===== src/rtl/core/pidc_pkg.sv =====
package pidc_pkg;

    // Register indexes on the configuration port
    localparam logic [2:0] REG_TARGET_LEVEL = 3'd0;
    localparam logic [2:0] REG_GAIN_PROP    = 3'd1;
    localparam logic [2:0] REG_GAIN_INTEG   = 3'd2;
    localparam logic [2:0] REG_GAIN_DERIV   = 3'd3;
    localparam logic [2:0] REG_INTEG_LIMIT  = 3'd4;

    localparam int CFG_IDX_W  = 3;
    localparam int CFG_DATA_W = 24;

    // Reset values of the configuration registers
    localparam logic [9:0]  TARGET_RST = 10'd500;
    localparam logic [23:0] GPROP_RST  = 24'd131072;
    localparam logic [23:0] GINTEG_RST = 24'd3277;
    localparam logic [23:0] GDERIV_RST = 24'd32768;
    localparam logic [18:0] LIMIT_RST  = 19'd500000;

    // Shared multiplier operand width (signed)
    localparam int MUL_W  = 33;
    localparam int PROD_W = 2 * MUL_W;

    localparam logic signed [MUL_W-1:0] K_MILLI = 33'sd1000;
    localparam logic signed [MUL_W-1:0] K_MICRO = 33'sd1000000;

    localparam logic [7:0] DRIVE_MAX = 8'd255;

    // Quotient bits produced by the restoring divide (one saturation bit)
    localparam int          DIV_STEPS    = 9;
    localparam logic [3:0]  DIV_LAST_CNT = 4'd8;

    typedef enum logic [3:0] {
        ST_IDLE,
        ST_M1,
        ST_M2,
        ST_M3,
        ST_M4,
        ST_M5,
        ST_M6,
        ST_M7,
        ST_M8,
        ST_M9,
        ST_M10,
        ST_M11,
        ST_M12,
        ST_DIV,
        ST_OUT
    } state_t;

    // Operand pair for the shared multiplier
    typedef enum logic [3:0] {
        MUL_NONE,
        MUL_ERR_EL,
        MUL_GP_EL,
        MUL_GI_EL,
        MUL_ERR_K,
        MUL_DERR_M,
        MUL_GLO_E,
        MUL_GHI_E,
        MUL_HLO_A,
        MUL_HHI_A,
        MUL_GD_D,
        MUL_EL_K
    } mul_sel_t;

    // Destination of the registered product
    typedef enum logic [3:0] {
        WR_NONE,
        WR_ACC,
        WR_G,
        WR_H,
        WR_E1K,
        WR_D1M,
        WR_NUM,
        WR_NUM_HI,
        WR_DEN
    } wr_sel_t;

    typedef struct packed {
        logic     load;
        mul_sel_t mul_sel;
        wr_sel_t  wr_sel;
        logic     div_step;
        logic     commit;
    } ctrl_cmd_t;

    typedef struct packed {
        logic el_zero;
        logic out_free;
    } ctrl_sts_t;

endpackage


===== src/rtl/core/pidc_if.sv =====
interface pidc_meas_if;
    logic       valid;
    logic       ready;
    logic [9:0] sample;
    logic [15:0] elapsed_ms;

    modport source (output valid, output sample, output elapsed_ms, input ready);
    modport sink (input valid, input sample, input elapsed_ms, output ready);
endinterface

interface pidc_duty_if;
    logic       valid;
    logic       ready;
    logic [7:0] drive;

    modport source (output valid, output drive, input ready);
    modport sink (input valid, input drive, output ready);
endinterface


===== src/rtl/core/pidc_ctrl.sv =====
module pidc_ctrl
    import pidc_pkg::*;
(
    input  logic      clk,
    input  logic      rst_n,
    input  logic      in_valid,
    output logic      in_ready,
    input  ctrl_sts_t sts,
    output ctrl_cmd_t cmd
);

    state_t     state_reg;
    state_t     state_next;
    logic [3:0] cnt_reg;
    logic [3:0] cnt_next;

    // State and divide counter
    always_ff @(posedge clk or negedge rst_n)
    begin
        if (!rst_n)
        begin
            state_reg <= ST_IDLE;
            cnt_reg   <= '0;
        end
        else
        begin
            state_reg <= state_next;
            cnt_reg   <= cnt_next;
        end
    end

    // Sequence the multiplies, the divide and the result hand-off
    always_comb
    begin
        state_next   = state_reg;
        cnt_next     = cnt_reg;
        in_ready     = 1'b0;
        cmd.load     = 1'b0;
        cmd.mul_sel  = MUL_NONE;
        cmd.wr_sel   = WR_NONE;
        cmd.div_step = 1'b0;
        cmd.commit   = 1'b0;
        case (state_reg)
            ST_IDLE:
            begin
                in_ready = 1'b1;
                if (in_valid)
                begin
                    cmd.load = 1'b1;
                    // drop an item with zero elapsed time
                    if (!sts.el_zero)
                        state_next = ST_M1;
                end
            end
            ST_M1:
            begin
                cmd.mul_sel = MUL_ERR_EL;
                state_next  = ST_M2;
            end
            ST_M2:
            begin
                cmd.mul_sel = MUL_GP_EL;
                cmd.wr_sel  = WR_ACC;
                state_next  = ST_M3;
            end
            ST_M3:
            begin
                cmd.mul_sel = MUL_GI_EL;
                cmd.wr_sel  = WR_G;
                state_next  = ST_M4;
            end
            ST_M4:
            begin
                cmd.mul_sel = MUL_ERR_K;
                cmd.wr_sel  = WR_H;
                state_next  = ST_M5;
            end
            ST_M5:
            begin
                cmd.mul_sel = MUL_DERR_M;
                cmd.wr_sel  = WR_E1K;
                state_next  = ST_M6;
            end
            ST_M6:
            begin
                cmd.mul_sel = MUL_GLO_E;
                cmd.wr_sel  = WR_D1M;
                state_next  = ST_M7;
            end
            ST_M7:
            begin
                cmd.mul_sel = MUL_GHI_E;
                cmd.wr_sel  = WR_NUM;
                state_next  = ST_M8;
            end
            ST_M8:
            begin
                cmd.mul_sel = MUL_HLO_A;
                cmd.wr_sel  = WR_NUM_HI;
                state_next  = ST_M9;
            end
            ST_M9:
            begin
                cmd.mul_sel = MUL_HHI_A;
                cmd.wr_sel  = WR_NUM;
                state_next  = ST_M10;
            end
            ST_M10:
            begin
                cmd.mul_sel = MUL_GD_D;
                cmd.wr_sel  = WR_NUM_HI;
                state_next  = ST_M11;
            end
            ST_M11:
            begin
                cmd.mul_sel = MUL_EL_K;
                cmd.wr_sel  = WR_NUM;
                state_next  = ST_M12;
            end
            ST_M12:
            begin
                cmd.wr_sel = WR_DEN;
                cnt_next   = DIV_LAST_CNT;
                state_next = ST_DIV;
            end
            ST_DIV:
            begin
                cmd.div_step = 1'b1;
                if (cnt_reg == '0)
                    state_next = ST_OUT;
                else
                    cnt_next = cnt_reg - 4'd1;
            end
            ST_OUT:
            begin
                // hold until the output register is free
                if (sts.out_free)
                begin
                    cmd.commit = 1'b1;
                    state_next = ST_IDLE;
                end
            end
            default:
            begin
                state_next = ST_IDLE;
            end
        endcase
    end

endmodule


===== src/rtl/core/pidc_dp.sv =====
module pidc_dp
    import pidc_pkg::*;
(
    input  logic                  clk,
    input  logic                  rst_n,
    input  logic                  cfg_we,
    input  logic [CFG_IDX_W-1:0]  cfg_index,
    input  logic [CFG_DATA_W-1:0] cfg_data,
    input  logic [9:0]            in_sample,
    input  logic [15:0]           in_elapsed_ms,
    input  ctrl_cmd_t             cmd,
    output ctrl_sts_t             sts,
    input  logic                  out_ready,
    output logic                  out_valid,
    output logic [7:0]            out_drive
);

    // Configuration registers
    logic [9:0]  target_reg;
    logic [23:0] gprop_reg;
    logic [23:0] ginteg_reg;
    logic [23:0] gderiv_reg;
    logic [18:0] limit_reg;

    // Loop state
    logic signed [19:0] accum_reg;
    logic signed [10:0] last_reg;

    // Per-item working registers
    logic [15:0]               el_reg;
    logic signed [10:0]        err_reg;
    logic signed [19:0]        acc_new_reg;
    logic [39:0]               g_reg;
    logic [39:0]               h_reg;
    logic signed [20:0]        e1k_reg;
    logic signed [31:0]        d1m_reg;
    logic signed [63:0]        num_reg;
    logic [49:0]               dsh_reg;
    logic                      pos_reg;
    logic [DIV_STEPS-1:0]      q_reg;
    logic signed [PROD_W-1:0]  prod_reg;

    // Output register
    logic       out_valid_reg;
    logic       out_valid_next;
    logic [7:0] drive_reg;

    logic signed [11:0]       derr;
    logic signed [MUL_W-1:0]  mul_a;
    logic signed [MUL_W-1:0]  mul_b;
    logic signed [PROD_W-1:0] prod_next;
    logic signed [27:0]       acc_sum;
    logic signed [27:0]       lim_pos;
    logic signed [27:0]       lim_neg;
    logic signed [19:0]       acc_clamp;
    logic [63:0]              div_rem;
    logic                     div_fit;
    logic [7:0]               drive_next;

    assign derr = {err_reg[10], err_reg} - {last_reg[10], last_reg};

    // Select the multiplier operands
    always_comb
    begin
        mul_a = '0;
        mul_b = '0;
        case (cmd.mul_sel)
            MUL_ERR_EL:
            begin
                mul_a = MUL_W'(err_reg);
                mul_b = $signed({17'd0, el_reg});
            end
            MUL_GP_EL:
            begin
                mul_a = $signed({9'd0, gprop_reg});
                mul_b = $signed({17'd0, el_reg});
            end
            MUL_GI_EL:
            begin
                mul_a = $signed({9'd0, ginteg_reg});
                mul_b = $signed({17'd0, el_reg});
            end
            MUL_ERR_K:
            begin
                mul_a = MUL_W'(err_reg);
                mul_b = K_MILLI;
            end
            MUL_DERR_M:
            begin
                mul_a = MUL_W'(derr);
                mul_b = K_MICRO;
            end
            MUL_GLO_E:
            begin
                mul_a = $signed({13'd0, g_reg[19:0]});
                mul_b = MUL_W'(e1k_reg);
            end
            MUL_GHI_E:
            begin
                mul_a = $signed({13'd0, g_reg[39:20]});
                mul_b = MUL_W'(e1k_reg);
            end
            MUL_HLO_A:
            begin
                mul_a = $signed({13'd0, h_reg[19:0]});
                mul_b = MUL_W'(acc_new_reg);
            end
            MUL_HHI_A:
            begin
                mul_a = $signed({13'd0, h_reg[39:20]});
                mul_b = MUL_W'(acc_new_reg);
            end
            MUL_GD_D:
            begin
                mul_a = $signed({9'd0, gderiv_reg});
                mul_b = MUL_W'(d1m_reg);
            end
            MUL_EL_K:
            begin
                mul_a = $signed({17'd0, el_reg});
                mul_b = K_MILLI;
            end
            default:
            begin
                mul_a = '0;
                mul_b = '0;
            end
        endcase
    end

    assign prod_next = mul_a * mul_b;

    // Clamp the updated accumulator to the symmetric limit
    assign acc_sum = 28'(accum_reg) + $signed(prod_reg[27:0]);
    assign lim_pos = $signed({9'd0, limit_reg});
    assign lim_neg = -lim_pos;

    always_comb
    begin
        if (acc_sum > lim_pos)
            acc_clamp = lim_pos[19:0];
        else if (acc_sum < lim_neg)
            acc_clamp = lim_neg[19:0];
        else
            acc_clamp = acc_sum[19:0];
    end

    // One restoring divide step
    assign div_fit = num_reg[63:0] >= {14'd0, dsh_reg};
    assign div_rem = num_reg - {14'd0, dsh_reg};

    // Saturate the quotient; a non-positive numerator gives zero
    always_comb
    begin
        if (!pos_reg)
            drive_next = '0;
        else if (q_reg[DIV_STEPS-1])
            drive_next = DRIVE_MAX;
        else
            drive_next = q_reg[7:0];
    end

    // Configuration writes; indexes beyond the list are ignored
    always_ff @(posedge clk or negedge rst_n)
    begin
        if (!rst_n)
        begin
            target_reg <= TARGET_RST;
            gprop_reg  <= GPROP_RST;
            ginteg_reg <= GINTEG_RST;
            gderiv_reg <= GDERIV_RST;
            limit_reg  <= LIMIT_RST;
        end
        else if (cfg_we)
        begin
            case (cfg_index)
                REG_TARGET_LEVEL: target_reg <= cfg_data[9:0];
                REG_GAIN_PROP:    gprop_reg  <= cfg_data;
                REG_GAIN_INTEG:   ginteg_reg <= cfg_data;
                REG_GAIN_DERIV:   gderiv_reg <= cfg_data;
                REG_INTEG_LIMIT:  limit_reg  <= cfg_data[18:0];
                default:
                begin
                    target_reg <= target_reg;
                end
            endcase
        end
    end

    // Commit loop state when the result is handed off
    always_ff @(posedge clk or negedge rst_n)
    begin
        if (!rst_n)
        begin
            accum_reg <= '0;
            last_reg  <= '0;
        end
        else if (cmd.commit)
        begin
            accum_reg <= acc_new_reg;
            last_reg  <= err_reg;
        end
    end

    // Working registers
    always_ff @(posedge clk)
    begin
        prod_reg <= prod_next;
        if (cmd.load)
        begin
            el_reg  <= in_elapsed_ms;
            err_reg <= $signed({1'b0, target_reg}) - $signed({1'b0, in_sample});
            num_reg <= '0;
            q_reg   <= '0;
        end
        case (cmd.wr_sel)
            WR_ACC:    acc_new_reg <= acc_clamp;
            WR_G:      g_reg       <= prod_reg[39:0];
            WR_H:      h_reg       <= prod_reg[39:0];
            WR_E1K:    e1k_reg     <= prod_reg[20:0];
            WR_D1M:    d1m_reg     <= prod_reg[31:0];
            WR_NUM:    num_reg     <= num_reg + $signed(prod_reg[63:0]);
            WR_NUM_HI: num_reg     <= num_reg + $signed({prod_reg[43:0], 20'd0});
            WR_DEN:
            begin
                dsh_reg <= {prod_reg[25:0], 24'd0};
                pos_reg <= !num_reg[63] && (num_reg != '0);
            end
            default: ;
        endcase
        if (cmd.div_step)
        begin
            if (div_fit)
            begin
                num_reg <= $signed(div_rem);
                q_reg   <= {q_reg[DIV_STEPS-2:0], 1'b1};
            end
            else
            begin
                q_reg <= {q_reg[DIV_STEPS-2:0], 1'b0};
            end
            dsh_reg <= {1'b0, dsh_reg[49:1]};
        end
        if (cmd.commit)
            drive_reg <= drive_next;
    end

    // Output valid flag
    always_comb
    begin
        out_valid_next = out_valid_reg;
        if (cmd.commit)
            out_valid_next = 1'b1;
        else if (out_ready)
            out_valid_next = 1'b0;
    end

    always_ff @(posedge clk or negedge rst_n)
    begin
        if (!rst_n)
            out_valid_reg <= 1'b0;
        else
            out_valid_reg <= out_valid_next;
    end

    assign sts.el_zero  = (in_elapsed_ms == '0);
    assign sts.out_free = !out_valid_reg || out_ready;
    assign out_valid    = out_valid_reg;
    assign out_drive    = drive_reg;

endmodule


===== src/rtl/core/pid_controller_clamped.sv =====
// The drive is computed by the eleven products of the shared 33x33 multiplier
// and the nine-step restoring divide; a new sample is taken only once the last
// result has been handed off to the output register, and an item with zero
// elapsed time is dropped in its transfer cycle.
// Reset (rst_n low, asynchronous): configuration registers return to their defaults,
// accumulated and previous error clear to zero, no result is pending.
module pid_controller_clamped
    import pidc_pkg::*;
(
    input  logic                  clk,
    input  logic                  rst_n,
    pidc_meas_if.sink             meas,
    pidc_duty_if.source           duty,
    input  logic                  cfg_we,
    input  logic [CFG_IDX_W-1:0]  cfg_index,
    input  logic [CFG_DATA_W-1:0] cfg_data
);

    ctrl_cmd_t cmd;
    ctrl_sts_t sts;

    pidc_ctrl u_ctrl (
        .clk      (clk),
        .rst_n    (rst_n),
        .in_valid (meas.valid),
        .in_ready (meas.ready),
        .sts      (sts),
        .cmd      (cmd)
    );

    pidc_dp u_dp (
        .clk           (clk),
        .rst_n         (rst_n),
        .cfg_we        (cfg_we),
        .cfg_index     (cfg_index),
        .cfg_data      (cfg_data),
        .in_sample     (meas.sample),
        .in_elapsed_ms (meas.elapsed_ms),
        .cmd           (cmd),
        .sts           (sts),
        .out_ready     (duty.ready),
        .out_valid     (duty.valid),
        .out_drive     (duty.drive)
    );

endmodule


===== src/flat_wrapper.sv =====
// flat-port wrapper written by rule: the top's interface ports become plain ports
module pid_controller_clamped_flat import pidc_pkg::*;
  (clk, rst_n, cfg_we, cfg_index, cfg_data, meas_valid, meas_sample, meas_elapsed_ms, meas_ready, duty_valid, duty_drive, duty_ready);
  pidc_meas_if meas_i ();
  pidc_duty_if duty_i ();
  input  logic clk;
  input  logic rst_n;
  input  logic cfg_we;
  input  logic [CFG_IDX_W-1:0] cfg_index;
  input  logic [CFG_DATA_W-1:0] cfg_data;
  input wire logic [$bits(meas_i.valid)-1:0] meas_valid;
  input wire logic [$bits(meas_i.sample)-1:0] meas_sample;
  input wire logic [$bits(meas_i.elapsed_ms)-1:0] meas_elapsed_ms;
  output wire logic [$bits(meas_i.ready)-1:0] meas_ready;
  output wire logic [$bits(duty_i.valid)-1:0] duty_valid;
  output wire logic [$bits(duty_i.drive)-1:0] duty_drive;
  input wire logic [$bits(duty_i.ready)-1:0] duty_ready;
  assign meas_i.valid = meas_valid;
  assign meas_i.sample = meas_sample;
  assign meas_i.elapsed_ms = meas_elapsed_ms;
  assign meas_ready = meas_i.ready;
  assign duty_valid = duty_i.valid;
  assign duty_drive = duty_i.drive;
  assign duty_i.ready = duty_ready;
  pid_controller_clamped u_core (.clk(clk), .rst_n(rst_n), .meas(meas_i), .duty(duty_i), .cfg_we(cfg_we), .cfg_index(cfg_index), .cfg_data(cfg_data));
endmodule

===== config.mk =====
export PLATFORM = sky130hd
export DESIGN_NAME = pid_controller_clamped_flat
export DESIGN_NICKNAME = d
export VERILOG_FILES = /design/src/rtl/core/pidc_pkg.sv /design/src/rtl/core/pidc_if.sv /design/src/rtl/core/pidc_ctrl.sv /design/src/rtl/core/pidc_dp.sv /design/src/rtl/core/pid_controller_clamped.sv /design/src/flat_wrapper.sv
export SDC_FILE = /design/constraint.sdc
export NUM_CORES = 2
export LEC_CHECK = 0
export ABC_CLOCK_PERIOD_IN_PS = 10620
export BUFFER_PORTS_ARGS = -buffer_cell sky130_fd_sc_hd__buf_4
export CAP_MARGIN = 20
export CORE_ASPECT_RATIO = 1.4
export CORE_UTILIZATION = 60
export DETAILED_ROUTE_END_ITERATION = 6
export PLACE_DENSITY = 0.9
export SETUP_SLACK_MARGIN = 0.1
export SKIP_LAST_GASP = 1
export SLEW_MARGIN = 15
export SYNTH_ARGS = -nofsm -noshare
export SYNTH_HDL_FRONTEND = slang
export SYNTH_HIERARCHICAL = 1
export SYNTH_SLANG_ARGS = --single-unit

===== constraint.sdc =====
create_clock -name clk -period 10.62 [get_ports clk]
set_input_delay 0.531 -clock clk [delete_from_list [all_inputs] [get_ports clk]]
set_output_delay 0.531 -clock clk [all_outputs]
set_load 0.01 [all_outputs]

# Word-level counts from Yosys, hierarchy flattened
# Cells that the tools add are included.
# classes
n_lt_le_gt_ge	3
eq_ne	42
add_sub_neg	8
muxes	31
multipliers	1
reduce_logical	27
# op_table
operator	count
$pmux W33 S10	1
$pmux W33 S6	1
$mux W64	3
$add A64 B64 Y64	2
$pmux W64 S2	1
$mux W49	2
$ge A64 B50 Y1	1
$mul A33 B33 Y64	1
$reduce_bool A64 Y1	1
$sub A64 B50 Y64	1
$pmux W4 S15	1
$eq A4 B3 Y1 const B	12
$eq A4 B4 Y1 const B	12
$pmux W4 S11	1
$pmux W4 S8	1
$add A20 B28 Y28	1
$gt A28 B20 Y1	1
$lt A28 B28 Y1	1
$neg A19 Y28	1
$eq A4 B2 Y1 const B	6
$mux W20	1
$mux W4	5
$mux W19	1
$mux W9	2
23 further kinds	52
# totals
ff_bits	517
out_inout_bits	10
elab_cells	137

# Logic depth before layout (Yosys ltp)
# depth
word_depth	7
mapped_depth	46
mapped_depth_nobuf	43

# By module
# The synthesis kept the hierarchy.
# modules_own_cells
mod	cells_per_inst	area_per_inst_um2	n_inst
pidc_dp	6569	62245.9	1
pidc_ctrl	83	744.5	1

# Least setup slack after synthesis
# No wires, ideal clock.
# synth_path
path_kind	register to register
startpoint	register u_core.u_ctrl.state_reg[2]
endpoint	register u_core.u_dp.prod_reg[61]
setup_slack_ps	-1
required_time_ps	10558
path_stages_with_launch	44
period_less_slack_ps	10621
t_arrival_ps	10559
setup_time_ps	62
cell_sequence	dfrtp_1 -> inv_1 -> ha_1 -> nor2_1 -> o21bai_1 -> a21oi_1 -> nor2b_1 -> clkbuf_1 -> nand2_1 -> nor3_1 -> clkbuf_1 -> clkbuf_1 -> a22oi_1 -> nand3_1 -> or2_2 -> clkbuf_1 -> clkbuf_1 -> nand2_1 -> [... 8 more ...] -> fa_1 -> inv_1 -> fa_1 -> fa_1 -> inv_1 -> ha_1 -> a21oi_1 -> o21ai_0 -> a221o_1 -> a21oi_1 -> a21boi_0 -> or2_2 -> a221oi_1 -> a21o_1 -> o21a_1 -> o21ai_0 -> or4_1 -> nand3_1
# synth_lines
item	line_no	rtl
start, declared	pidc_ctrl.sv:12	state_t state_reg;
start signal, assigned	pidc_ctrl.sv:27	state_reg <= state_next;
end signal, assigned	pidc_dp.sv:208	prod_reg <= prod_next;
end, declared	pidc_dp.sv:41	logic signed [PROD_W-1:0] prod_reg;

==> run summary <==
status = complete, but fails checks
failing checks = DRC, setup timing
vias in the first global route = 55240
fin nets = 8507
hold_ws = 68.77 ps
max_slew headroom = 5.464%
EDFF count, synth = 247
delay-heaviest family, CP = adder cells
Remaining Overflow, GRT = 0
Fillers = 7528
DIE WIDTH = 275.8 um
count of input and output buffers = 67
slowest CP cell = fa_1
Initial Util = 60.54%
maxcap violations = 0
Max Clock Skew = 60.49 ps
Worst-Margin Slew = 1405 ps
Area growth, synth to finish = 13.37%
Routed Antenna Nets = 0
CP max FO = 26
TritonCTS Buffers = 49
initial antenna violation count = 9
Via density = 6.317
CP Capture Type = flip-flop
total number of vias = 53370
total clock sinks = 517
Final Critical Period = 10700 ps
worst hold path stage count = 1
DP HPWL = 165300 um
Initial DRT Pass Iterations = 7
Critical Path Start Type = flip-flop
clk buf depth = 3
Clock transition at path regs = 70 ps
Hold WC Path Type = primary input to flip-flop
Mapped Cells = 6652
synthesized area = 0.06299 sq mm
Die H = 385.4 um
setup violators final = 2
Post-Syn Area per Cell = 9.469 sq um
Main synth FF type = edfxtp_1
DP Area = 0.06841 sq mm
global-route wire length before repair = 316900 um
ys async rst share = 27.27%
Fmax = 93.48 MHz
final setup margin = -77.09 ps
Pins Over Slew Limit = 0
Distinct cells, synth = 96
clock latency on the worst-skew pair = 660 ps
worst path bufs/invs = 13
Placer Congestion = 1.050
1st-iter DRT viols = 5545
H-Tree Depth = 2
Rows = 140
WP depth = 43
final instance area = 0.07141 sq mm
CTS tree = done
DRT Wirelength = 210500 um
total track usage = 39.84%
Seq/Total Area, Yosys = 21.52%
die area = 0.1063 sq mm
Final TNS setup = -86.96 ps
Critical Path Max Stage Delay = 610 ps
DRC = 4
worst-case reg-to-reg path depth = 43
final worst path period share = 100.7%
Synth Register Bits = 517
clk root buf = clkbuf_16
kind of critical path = flip-flop to flip-flop
worst slack, placed = -807.9 ps
Hold Violations, Final = 0
Core ar. = 0.1041 sq mm
synth warn = 6
Top Ports = 68
routed len/inst = 24.91 um
RSZ-0062 raised after global routing = true
share of layout cells above drive strength 1 = 14.64%
critical path required time = 11140 ps
WP data arrival = 11210 ps
largest net degree at the start of global routing = 77
-- placed cells by master, fill, tap and decap left out, types with 67 or more instances in the layout --
master | netlist | final
nor2_1 | 527 | 507
fa_1 | 932 | 914
nand2_1 | 712 | 706
dfxtp_1 | 129 | 129
a21o_1 | 179 | 175
o21ai_0 | 203 | 194
a21oi_1 | 322 | 307
buf_4 | 1 | 529
a22oi_1 | 73 | 68
nand4_1 | 67 | 67
inv_1 | 1097 | 1084
dfrtp_1 | 119 | 118
xnor2_1 | 160 | 160
edfxtp_1 | 247 | 247
ha_1 | 467 | 458
mux2_2 | 127 | 127
xor2_1 | 86 | 86
-- layout make-up --
cell class                      count  area, sq um  share of cell area [%]
Antenna cell                        9        22.52                 0.03154
Clock buffer                       59         1346                   1.885
Clock inverter                     33        359.1                  0.5028
Sequential cell                   517        13560                   18.98
Multi-Input combinational cell   4776        45120                   63.18
Tap cell                         1349         1688                   2.363
Timing Repair Buffer              606         5187                   7.264
Inverter                         1100         4136                   5.792
-- final timing paths --
check	start	to	slack, ps
setup / recovery	u_core/u_ctrl/state_reg[3]$_DFFE_PN0P_	u_core/u_dp/prod_reg[60]$_DFF_P_	-80
max in group asynchronous	rst_n	u_core/u_dp/ginteg_reg[19]$_DFFE_PN0P_	8600
hold / removal	meas_elapsed_ms[3]	u_core/u_dp/el_reg[3]$_DFFE_PP_	70
setup reg to reg	u_core/u_ctrl/state_reg[3]$_DFFE_PN0P_	u_core/u_dp/prod_reg[60]$_DFF_P_	-80
hold reg to reg	u_core/u_ctrl/cnt_reg[3]$_DFFE_PN0P_	u_core/u_ctrl/cnt_reg[3]$_DFFE_PN0P_	480
min in group asynchronous	rst_n	u_core/u_dp/limit_reg[1]$_DFFE_PN0P_	510
-- worst register-to-register path, delay by kind of cell, from the launching register on --
family	cells	cell delay, ps
XOR/XNOR	1	200
flip-flops	1	460
AO/OA/AOI/OAI	9	1900
AND/OR/NAND/NOR	10	1780
buffers and inverters	13	1740
adder cells (fa/ha/maj)	10	4520
-- cell families (layout without fill, tap and decap cells) --
family,after synthesis,in the layout,synth area share (%)
AOI/OAI and AO/OA,1200,1200,12.67
adders and majority gates,1400,1400,38.91
buffers and inverters,1381,1798,8.271
other,2,33,0.01192
DFF,517,517,21.52
muxes,157,157,2.747
and+or+nand+nor,1749,1749,12.44
xor gates and xnor gates,246,246,3.420
-- cell usage after synthesis (all sizes together), types with 66 or more instances --
cell type | n | area (sq um)
inv | 1098 | 4121
fa | 932 | 18660
nand2 | 712 | 2673
nor2 | 527 | 1978
ha | 467 | 5843
a21oi | 322 | 1612
clkbuf | 259 | 972.2
edfxtp | 247 | 7417
o21ai | 223 | 1116
a21o | 180 | 1353
xnor2 | 160 | 1401
dfxtp | 129 | 2582
mux2 | 127 | 1430
dfrtp | 119 | 2978
xor2 | 86 | 753.2
a22oi | 73 | 548.0
nand4 | 67 | 419.2
and2 | 66 | 412.9
-- routing by layer --
| layer | track usage [%] | up-vias | routed length [um] | share of wire [%] |
|---|---|---|---|---|
| met5 | 0 | - | 44 | 0.021 |
| met4 | 34.44 | 8 | 23420 | 11 |
| met3 | 7.537 | 1188 | 20480 | 9.7 |
| met2 | 64.53 | 3423 | 97500 | 46 |
| met1 | 45.12 | 26070 | 69040 | 33 |
| li1 | - | 22680 | - | - |
-- through the flow --
stage,utilization (%),cells
floorplan,-,6674
global placement,65.74,8286
detailed placement,65.75,8287
CTS,67.55,8384
global route,68.61,8440
finish,68.64,8449
-- repair_timing --
action | 4_1_cts | 5_1_grt
gates cloned | 0 | 3
hold buffers | 1 | 0
setup endpoints to repair | 25 | 18
buffers inserted | 4 | 51
resized for setup | 45 | 159
pin swaps | 7 | 83
hold endpoints to repair | 58 | 0
Power is left out: the tool's default activity adds up to more than one toggle a clock period on the data nets, which glitch-free logic cannot reach.
